$ cat src/sv/nfc_type4_tag_ndef_responder_unit_macros.svh
// Assertion helpers used by the responder top-level file.
`ifndef NFC_TYPE4_TAG_NDEF_RESPONDER_UNIT_MACROS_SVH
`define NFC_TYPE4_TAG_NDEF_RESPONDER_UNIT_MACROS_SVH

// The consequent must hold in the same cycle as the antecedent.
`define NFCT4_ASSERT_SAME(label, clk, rst, ante, cons, msg) \
   label: assert property (@(posedge clk) disable iff (rst) (ante) |-> (cons)) \
      else $error(msg);

// The consequent must hold in the cycle after the antecedent.
`define NFCT4_ASSERT_NEXT(label, clk, rst, ante, cons, msg) \
   label: assert property (@(posedge clk) disable iff (rst) (ante) |=> (cons)) \
      else $error(msg);

`endif

$ cat src/sv/nfct4_pkg.sv
`timescale 1ns / 1ps
package nfct4_pkg;

   localparam int RECORD_DEPTH_DEFAULT = 1024;

   localparam logic [1:0] OP_CMD  = 2'd0;
   localparam logic [1:0] OP_LOAD = 2'd1;
   localparam logic [1:0] OP_ACT  = 2'd2;
   localparam logic [1:0] OP_NONE = 2'd3;

   localparam logic [1:0] MODE_READY = 2'd0;
   localparam logic [1:0] MODE_APP   = 2'd1;
   localparam logic [1:0] MODE_CC    = 2'd2;
   localparam logic [1:0] MODE_NDEF  = 2'd3;

   localparam logic CSR_RECORD_SIZE = 1'b0;

   localparam logic [3:0] HDR_LEN = 4'd12;

   localparam logic [95:0] PAT_APP  = 96'h00A4_0400_07D2_7600_0085_0101;
   localparam logic [55:0] PAT_CC   = 56'h00A4_000C_02E1_03;
   localparam logic [55:0] PAT_NDEF = 56'h00A4_000C_02E1_04;
   localparam logic [15:0] PAT_READ = 16'h00B0;
   localparam logic [31:0] PAT_SEL  = 32'h00A4_0400;

   localparam logic [7:0] CC_LEN = 8'd15;

   localparam logic [15:0] SW_OK   = 16'h9000;
   localparam logic [15:0] SW_FAIL = 16'h6A82;

   typedef struct packed {
      logic hdr_write;
      logic activate;
      logic mem_write;
      logic decode_go;
      logic stream_go;
   } ctrl_cmd_type;

   typedef struct packed {
      logic stream_last;
   } dp_status_type;

   function automatic logic [7:0] cc_byte(input logic [3:0] idx);
      logic [7:0] b;
      b = 8'h00;
      unique case (idx)
         4'd0:  b = 8'h00;
         4'd1:  b = 8'h0F;
         4'd2:  b = 8'h20;
         4'd3:  b = 8'h00;
         4'd4:  b = 8'hFF;
         4'd5:  b = 8'h00;
         4'd6:  b = 8'hFF;
         4'd7:  b = 8'h04;
         4'd8:  b = 8'h06;
         4'd9:  b = 8'hE1;
         4'd10: b = 8'h04;
         4'd11: b = 8'h00;
         4'd12: b = 8'hFF;
         4'd13: b = 8'h00;
         4'd14: b = 8'h00;
         default: b = 8'h00;
      endcase
      return b;
   endfunction

endpackage

$ cat src/sv/nfct4_ctrl.sv
`timescale 1ns / 1ps
module nfct4_ctrl (
   input  logic                     clock,
   input  logic                     reset,
   input  logic                     start,
   input  logic [1:0]               req_opcode,
   input  logic                     req_last_byte,
   input  nfct4_pkg::dp_status_type status,
   output nfct4_pkg::ctrl_cmd_type  cmd,
   output logic                     busy
);

   typedef enum logic [3:0] {
      ST_IDLE   = 4'b0001,
      ST_DECODE = 4'b0010,
      ST_STREAM = 4'b0100,
      ST_FLUSH  = 4'b1000
   } state_type;

   state_type state_ff, state_in;
   logic      accept;

   assign busy   = (state_ff != ST_IDLE);
   assign accept = start & ~busy;

   always_comb begin
      state_in = state_ff;
      cmd      = '0;
      unique case (state_ff)
         ST_IDLE: begin
            if (accept) begin
               unique case (req_opcode)
                  nfct4_pkg::OP_CMD: begin
                     cmd.hdr_write = 1'b1;
                     if (req_last_byte) begin
                        state_in = ST_DECODE;
                     end
                  end
                  nfct4_pkg::OP_LOAD: cmd.mem_write = 1'b1;
                  nfct4_pkg::OP_ACT:  cmd.activate  = 1'b1;
                  nfct4_pkg::OP_NONE: ;
                  default: ;
               endcase
            end
         end
         ST_DECODE: begin
            cmd.decode_go = 1'b1;
            state_in      = ST_STREAM;
         end
         ST_STREAM: begin
            cmd.stream_go = 1'b1;
            if (status.stream_last) begin
               state_in = ST_FLUSH;
            end
         end
         ST_FLUSH: state_in = ST_IDLE;
         default:  state_in = ST_IDLE;
      endcase
   end

   always_ff @(posedge clock) begin
      if (reset) begin
         state_ff <= ST_IDLE;
      end else begin
         state_ff <= state_in;
      end
   end

endmodule

$ cat config.mk
export PLATFORM = sky130hd
export DESIGN_NAME = nfct4_ctrl
export DESIGN_NICKNAME = d
export VERILOG_FILES = /design/src/sv/nfc_type4_tag_ndef_responder_unit_macros.svh /design/src/sv/nfct4_pkg.sv /design/src/sv/nfct4_ctrl.sv
export SDC_FILE = /design/constraint.sdc
export NUM_CORES = 1
export LEC_CHECK = 0
export BUFFER_PORTS_ARGS = -buffer_cell sky130_fd_sc_hd__buf_4
export CELL_PAD_IN_SITES_DETAIL_PLACEMENT = 0
export CELL_PAD_IN_SITES_GLOBAL_PLACEMENT = 1
export CORE_AREA = 2 2 39 41
export CTS_CLUSTER_SIZE = 40
export DETAILED_ROUTE_END_ITERATION = 6
export DIE_AREA = 0 0 41 43
export GPL_ROUTABILITY_DRIVEN = 0
export GPL_TIMING_DRIVEN = 0
export HOLD_SLACK_MARGIN = 0.02
export PLACE_DENSITY_LB_ADDON = 0.1
export SLEW_MARGIN = 20
export SYNTH_ARGS = -nofsm -noshare
export SYNTH_HDL_FRONTEND = slang
export SYNTH_SLANG_ARGS = --single-unit
$ cat constraint.sdc
create_clock -name clock -period 3.2 [get_ports clock]
set_input_delay 0.32 -clock clock [delete_from_list [all_inputs] [get_ports clock]]
set_output_delay 0.32 -clock clock [all_outputs]
set_load 0.05 [all_outputs]
==> metrics.txt, run 1 <==
outcome=complete, no violations; Rows=14; Place WS=~1600 ps; Finished Cell Area=around 350 sq um; Tot GR Track Use=6.12%; hold slack=263 ps; clock root cell=clkbuf_4; Worst Skew=0.822 ps; Overall Power=between 100 and 150 uW; worst-path maximum fanout=4; Least-Margin Pin Slew=358 ps; Area growth syn-to-layout=59.9%; Starting Density=16.0%; max-slew violations=0; Critical Path AT=1530 ps; Max Cap Viol=0; number of H-tree levels=1; CTS tree=yes; # fillers=150; Power Density=397 mW/mm^2; peak supply drop=0.110 mV; DRT iter0 DRCs=4; Seq/Total Area, Yosys=36.2%; Reg2Reg Setup Slack=1970 ps; worst min path class=primary input to flop; CTS Buf Count=3; crit-path cells=nor4b_4 -> nand2_2 -> nor3b_1 -> buf_4; CTS Hold Bufs=0; die height=43 um; Avg Synthesized Cell Area=11.1 sq um; Core ar.=0.00138 sq mm; Wirelength per Cell=10.0 um; nets@finish=44; Largest regs=state_ff x4; Mapped Nets=27; post-synth cell types=14; Sequential Power Share=37.0%; RSZ-0062 raised after global routing=false; critical path's slowest cell=nor4b_4; combinational share of power=19.2%; via count=200; post-CTS setup buffers=0; CP max stage delay=400 ps; CP required=between 2000 and 3000 ps; CTS max path bufs=2; DRC errors left=0; worst hold start=reset; layout cells sized above 1=57.1%; largest net degree at the start of global routing=5; Fmax=between 500 and 600 MHz; Antenna Nets Post-Route=0; final WL=511 um; post-cts resize count=0; Clk network pwr share=43.8%; Final Setup Violations=0; io pins=13; sw frac=25.6%; post-DR vias/cell=3.92; Worst-path clk slew=about 40 ps; max FFs per register=4; Top delay family on crit path=simple AND/OR/NAND/NOR gates; Register Area=80.1 sq um; Setup TNS=0 ps; IO Port Bufs=12; r2r startpoint=state_ff[2]; detailed-placement wirelength estimate=428 um; final hold vios=0; DP Area=332 sq um; GRT Residual Overflow=0; via count of the first global-routing pass=178; Biggest register=state_ff; CP endpoint kind=output port; final period utilization=57.9%; chip width=41 um; clock sinks=4; Power Internal=104 uW; DRT Pass-1 Iters=4; antenna violations before repair=0; Crit. Startpoint=state_ff[2]; cells after synthesis=20; multi-input combinational cell area=~130 sq um; fin crit period=approximately 1900 ps; final worst setup slack=about 1300 ps; first-pass GRT wire length=676 um; max_slew headroom=76.1%; Inserted Diodes=0; area of the mapped netlist=around 220 sq um; Worst Path Buf+Inv=1; clock latency on the worst-skew pair=230 ps; dominant cells by area after synthesis=dfxtp_1, nor4b_2, nor4b_4; Yosys top cell area share=36.2%; #FFs+latches synth=4; NetSw=36.0 uW; startpoint types=flop; Syn. warnings=0; die area=0.00176 sq mm; Pleak=0.000169 uW; largest area contributor in the netlist=dfxtp_1; Crit Path Class=flop to output port
layout make-up:
type,instances,share of cell area (%)
Tap cell,16,5.65
Timing Repair Buffer,12,25.4
Sequential cell,4,22.6
Multi-Input combinational cell,14,36.7
Inverter,1,1.06
Buffer,1,2.12
Clock buffer,3,6.36
power groups by stage:
stage / Clock [uW] / Combinational (uW) / Sequential, uW
after CTS: 64.7 / 27.3 / 52.0
after detailed placement: 0 / 27.2 / 52.8
final: 61.5 / 27.0 / 52.0
after global routing: 68.0 / 28.2 / 52.0
after global placement: 0 / 26.8 / 52.7
after floorplan: 0 / 15.5 / 52.6
cell families (layout without fill, tap and decap cells):
group | Yosys count | in the layout | share of synthesized area (%)
buffers and inverters | 2 | 17 | 5.08
DFF | 4 | 4 | 36.2
AOI/OAI and AO/OA | 3 | 3 | 9.04
and+or+nand+nor | 11 | 11 | 49.7
worst register-to-register path: cells and delay by family (launching register included):
kind            cells  cell delay [ps]
compound gates      1              180
flops               1              340
simple gates        2              610
cells in the final DEF (no fill, tap or decap), types with 2 or more instances in the layout:
master    synthesis  final
nor4b_2           2      2
clkbuf_4          0      3
nor3b_1           2      2
buf_4             1     13
nor3_1            2      2
dfxtp_1           4      4
synth_stat cells:
| master | instances |
|---|---|
| and2b_1 | 1 |
| a21oi_1 | 1 |
| o31ai_1 | 1 |
| buf_4 | 1 |
| nand4bb_1 | 1 |
| o21a_1 | 1 |
| nor4b_2 | 2 |
| dfxtp_1 | 4 |
| nor3_1 | 2 |
| inv_1 | 1 |
| and3_1 | 1 |
| nor3b_1 | 2 |
| nand2_2 | 1 |
| nor4b_4 | 1 |
routing by layer:
layer | track usage (%) | vias to the layer above | routed length [um]
met5 | 0 | - | 0
met4 | 6.00 | 0 | 0
met3 | 3.14 | 0 | 3
met2 | 7.81 | 2 | 286
met1 | 6.73 | 92 | 221
li1 | - | 106 | -
final timing paths:
kind | end | cells past startpoint
max reg2reg | state_ff[3] | 3
min | state_ff[1] | 2
min reg2reg | state_ff[1] | 3
max | cmd[3] | 4
stage by stage:
stage               instances  util (%)
global route               51      25.6
global placement           48      24.0
CTS                        51      25.6
detailed placement         48      24.0
finish                     51      25.6
floorplan                  20         -
(Power assumes the default switching activity.)
==> run 2, diff against run 1 <==
==> constraint.sdc (replaced) <==
create_clock -name clock -period 1.65 [get_ports clock]
set_input_delay 0.165 -clock clock [delete_from_list [all_inputs] [get_ports clock]]
set_output_delay 0.165 -clock clock [all_outputs]
set_load 0.05 [all_outputs]
==> metrics.txt, run 2 (synthesis results as in run 1) <==
fin crit period=around 1600 ps; number of H-tree levels=1 (unchanged); CP required=1480 ps (-1400 ps); CTS tree=yes; worst min path class=primary input to flop; via count of the first global-routing pass=242 (+36%); Worst Skew=0.356 ps (-0.467 ps); DRT iter0 DRCs=2 (-2); Inserted Diodes=0 (unchanged); CTS max path bufs=2 (unchanged); RSZ-0062 raised after global routing=true; io pins=13 (unchanged); DRT Pass-1 Iters=3 (-1); Antenna Nets Post-Route=0 (unchanged); Largest regs=state_ff x4; Area growth syn-to-layout=91.5%; max FFs per register=4 (unchanged); R2R depth=5 (+2); Worst-path clk slew=40 ps (about the same); max_slew headroom=75.9% (-0.22 points); outcome=complete, no violations; commonest non-fill, non-tap cell in the layout=buf_4; Wirelength per Cell=11.1 um (+11%); commonest non-fill, non-tap cells in the layout=buf_4, clkbuf_4; first-pass GRT wire length=993 um (+47%); Rows=14 (unchanged); Cells after DPL=48 (unchanged); Crit Path Class=flop to output port; startpoint types=flop; CP endpoint kind=output port; Pleak=0.000196 uW (+16%); Core ar.=0.00138 sq mm (unchanged); clock latency on the worst-skew pair=240 ps (about the same); peak supply drop=0.301 mV (+170%); Place WS=195 ps (-1390 ps); Hold Crit Depth=2 (unchanged); final WL=609 um (+19%); detailed-placement wirelength estimate=427 um (about the same); Max Cap Viol=0 (unchanged); Least-Margin Pin Slew=361 ps (+3.32 ps); Biggest register=state_ff; antenna violations before repair=0 (unchanged); IO Port Bufs=12 (unchanged); max-slew violations=0 (unchanged); CTS Buf Count=3 (unchanged); CTS Hold Bufs=0 (unchanged); largest net degree at the start of global routing=5 (unchanged); clock root cell=clkbuf_4; clock sinks=4 (unchanged); die height=43 um (unchanged); final worst setup slack=76.3 ps (-1270 ps); # fillers=154 (+2.7%); Critical Path AT=1410 ps (-120 ps); via count=233 (+17%); Tot GR Track Use=9.11% (+3.0 points); Power Density=673 mW/mm^2 (+70%); Starting Density=16.0% (unchanged); non-filler cells, final=55 (+7.8%); DRC errors left=0 (unchanged); die area=0.00176 sq mm (unchanged); layout cells sized above 1=76.9% (+20 points); nets@finish=48 (+9.1%); Final Setup Violations=0 (unchanged); final hold vios=0 (unchanged); final period utilization=a little over nine tenths; GRT Residual Overflow=0 (unchanged); Fmax=635 MHz; chip width=41 um (unchanged); worst-path maximum fanout=3 (-1); post-DR vias/cell=4.24 (+8.0%)
==> run 2: cell count changes in the layout (fill, tap and decap cells not counted) <==
cell	change
buf_4	+2
nor3_1	-1
dfxtp_2	+1
buf_6	+2
dfxtp_4	+2
nor4b_2	-1
nor3_2	+1
nor4b_4	+1
dfxtp_1	-3
nor3b_1	-2
nor3b_2	+2
==> run 2: timing repair <==
item	4_1_cts	5_1_grt
pin swaps	1	3
gates resized for setup	0	7
buffers inserted	2	2
setup endpoints to repair	3	4
==> run 2: stage by stage <==
stage          hold slack [ps]  util, %  cell area (sq um)  setup TNS (ps)  power, uW
6_report                  93.5     30.7                424               0        286
5_1_grt                   90.8     30.7                424           -30.6        305
4_1_cts                   84.9     28.4                393               0        293
3_5_place_dp               344     25.7                355               0        159
3_3_place_gp               339     25.7                355               0        158
2_1_floorplan              244        -                245           -24.1        135
==> run 2: critical path, cell delays in order, from the launching register on <==
cell and delay (ps):
dfxtp_4 340, nor4b_4 310, nand2_2 120, nor3b_2 210, buf_6 180
==> run 2: final cells by class <==
| cell class | instances | area (sq um) | area share (%) |
|---|---|---|---|
| plain buffers | 1 | 7.51 | 1.77 |
| flip-flops and latches | 4 | 88.8 | 20.9 |
| repair buffers | 16 | 128 | 30.1 |
| well taps | 16 | 20.0 | 4.72 |
| multi-input cells | 14 | 154 | 36.3 |
| inverters | 1 | 3.75 | 0.885 |
| clock buffers | 3 | 22.5 | 5.31 |
==> run 2: layer usage <==
metal  up-vias  GRT usage [%]  wire length [um]
li1        114              -                 -
met1       101           9.55               218
met2        16           11.6               314
met3         2           7.85                61
met4         0           6.00                14
met5         -              0                 0
==> run 2: final timing paths <==
check,startpoint,to,slack [ps]
hold / removal,reset,state_ff[1],90
setup / recovery,state_ff[2],cmd[3],80
hold reg to reg,state_ff[3],state_ff[3],620
setup reg to reg,state_ff[2],state_ff[3],350
==> run 2: where the power goes <==
part           internal (uW)  switching, uW
clock network           81.6           43.8
registers               95.9           2.44
logic                   28.9           33.0
==> run 3, diff against run 2 <==
--- a/config.mk
+++ b/config.mk
@@ -5,6 +5,7 @@
 export SDC_FILE = /design/constraint.sdc
 export NUM_CORES = 1
 export LEC_CHECK = 0
+export ABC_AREA = 1
 export BUFFER_PORTS_ARGS = -buffer_cell sky130_fd_sc_hd__buf_4
 export CELL_PAD_IN_SITES_DETAIL_PLACEMENT = 0
 export CELL_PAD_IN_SITES_GLOBAL_PLACEMENT = 1
==> metrics.txt, run 3 <==
CTS Buf Count=3 (unchanged); Area growth syn-to-layout=55.0%; met2 usage=10.9% (-0.63 points); cells after synthesis=44 (+120%); first-pass GRT wire length=972 um (-2.1%); Worst-path clk slew=40 ps (about the same); clock latency on the worst-skew pair=230 ps (about the same); CP max stage delay=300 ps (-40 ps); Largest regs=state_ff x4; clock sinks=4 (unchanged); global routing met1 resource utilization=10.9% (+1.4 points); CP required=1480 ps (about the same); GRT Max-Usage Layer=met2; die area=0.00176 sq mm (unchanged); via count=299 (+28%); Final Setup Violations=0 (unchanged); final core occ=28.0% (-2.6 points); final period utilization=88.3% (-7.0 points); Starting Density=18.1% (+2.1 points); max FFs per register=4 (unchanged); dominant cells by area after synthesis=dfxtp_1, inv_1, nand2_1; nets@finish=68 (+42%); via count of the first global-routing pass=257 (+6.2%); Tot GR Track Use=8.43% (-0.68 points); Mapped Nets=51 (+89%); R2R depth=5 (unchanged); # fillers=170 (+10%); startpoint types=flop; RSZ-0062 raised after global routing=false; Critical Path AT=1290 ps (-120 ps); Yosys top cell area share=32.0% (-4.2 points); outcome=complete, no violations; critical path's slowest cell=dfxtp_1; Cells after DPL=72 (+50%); Least-Margin Pin Slew=163 ps (-199 ps); CTS Hold Bufs=0 (unchanged); DRT iter0 DRCs=5 (+3); post-CTS setup buffers=0 (-2); Pleak=0.000228 uW (+17%); io pins=13 (unchanged); detailed-placement wirelength estimate=479 um (+12%); Avg Synthesized Cell Area=5.69 sq um (-49%); non-filler cells, final=75 (+36%); post-cts resize count=0 (unchanged); clock root cell=clkbuf_4; CP dominant cell by count=nand2_1; CP endpoint kind=output port; worst-path maximum fanout=4 (+1); Setup TNS=0 ps (unchanged); Biggest register=state_ff; Core ar.=0.00138 sq mm (unchanged); Max Cap Viol=0 (unchanged); Antenna Nets Post-Route=0 (unchanged); Wirelength per Cell=7.47 um (-33%); Seq/Total Area, Yosys=32.0% (-4.2 points); CTS tree=yes; largest net degree at the start of global routing=6 (+1); Fmax=686 MHz (+8.0%); DRT Pass-1 Iters=3 (unchanged); most frequent cells after synthesis=inv_1, nand2_1, nor2_1; crit-path cells=inv_1 -> nand2_1 -> nor2_2 -> nand2_1 -> nor2_1 -> buf_6; IO Port Bufs=12 (unchanged); commonest non-fill, non-tap cell in the layout=buf_4; DRC errors left=0 (unchanged); CTS max path bufs=2 (unchanged); Rows=14 (unchanged); Finished Cell Area=388 sq um (-8.6%); final WL=560 um (-8.0%); Hold Crit Depth=2 (unchanged); met3 GRT Util=1.57% (-6.3 points); Top delay family on crit path=simple AND/OR/NAND/NOR gates; GRT Residual Overflow=0 (unchanged); max_slew headroom=89.2% (+13 points); Worst Skew=2.88 ps (+2.53 ps); Worst Path Buf+Inv=2 (+1); max-slew violations=0 (unchanged); area of the mapped netlist=250 sq um (+13%); CP Depth=6 (+2); post-DR vias/cell=3.99 (-5.9%); Post-synth EDFFs=0 (unchanged); die height=43 um (unchanged); asr flop ratio synth=0% (unchanged); antenna violations before repair=0 (unchanged); largest area contributor in the netlist=dfxtp_1; chip width=41 um (unchanged); peak supply drop=0.190 mV (-37%); number of H-tree levels=1 (unchanged); ys flop type=dfxtp_1; commonest non-fill, non-tap cells in the layout=buf_4, inv_1, nand2_1; Inserted Diodes=0 (unchanged); layout cells sized above 1=32.2% (-45 points); post-synth cell types=9 (-5); fin crit period=1460 ps (-116 ps); final hold vios=0 (unchanged); DP Area=360 sq um (+1.4%); Syn. warnings=0 (unchanged); Crit Path Class=flop to output port; #FFs+latches synth=4 (unchanged); Power Density=712 mW/mm^2 (+5.7%); worst min path class=primary input to flop
run 3: cell count changes after synthesis, sizes merged, moves of 3 or more:
cell / previous run / this run
inv: 1 / 10
nand3: 0 / 5
nor4b: 3 / 0
nand2: 1 / 10
nor2: 0 / 11
run 3: through the flow:
| stage | hold WS (ps) | setup slack [ps] | total power (uW) |
|---|---|---|---|
| detailed placement | 360 | 434 | 160 |
| floorplan | 234 | 177 | 136 |
| CTS | 111 | 171 | 284 |
| global placement | 356 | 394 | 161 |
| finish | 120 | 193 | 276 |
| global route | 131 | 6.05 | 293 |
run 3: cell families after synthesis:
family          after synthesis  share of synthesized area [%]
flops                         4                           32.0
buf+inv                      11                           18.0
compound gates                2                           4.00
simple gates                 27                           46.0
run 3: power by group:
group / internal, uW / switching [uW]
Sequential: 99.3 / 1.93
Combinational: 22.8 / 35.5
Clock: 81.0 / 35.5
Total: 203 / 72.9
run 3: path summary, 6_finish.rpt:
path         slack (ps)           to        start
min                 120  state_ff[2]        reset
min reg2reg         470  state_ff[3]  state_ff[2]
max reg2reg         770  state_ff[1]  state_ff[2]
max                 190       cmd[2]  state_ff[2]
run 3: layer usage:
layer | routed length [um] | share of wire [%]
met1 | 223 | 40
met2 | 294 | 53
met3 | 42 | 7.5
met4 | 0 | 0
met5 | 0 | 0
run 3: layout make-up:
type | count | area (sq um) | share of cell area, %
Buffer | 1 | 7.51 | 1.94
Clock buffer | 3 | 22.5 | 5.81
Inverter | 10 | 37.5 | 9.68
Multi-Input combinational cell | 29 | 125 | 32.3
Sequential cell | 4 | 81.3 | 21.0
Tap cell | 16 | 20.0 | 5.16
Timing Repair Buffer | 12 | 93.8 | 24.2
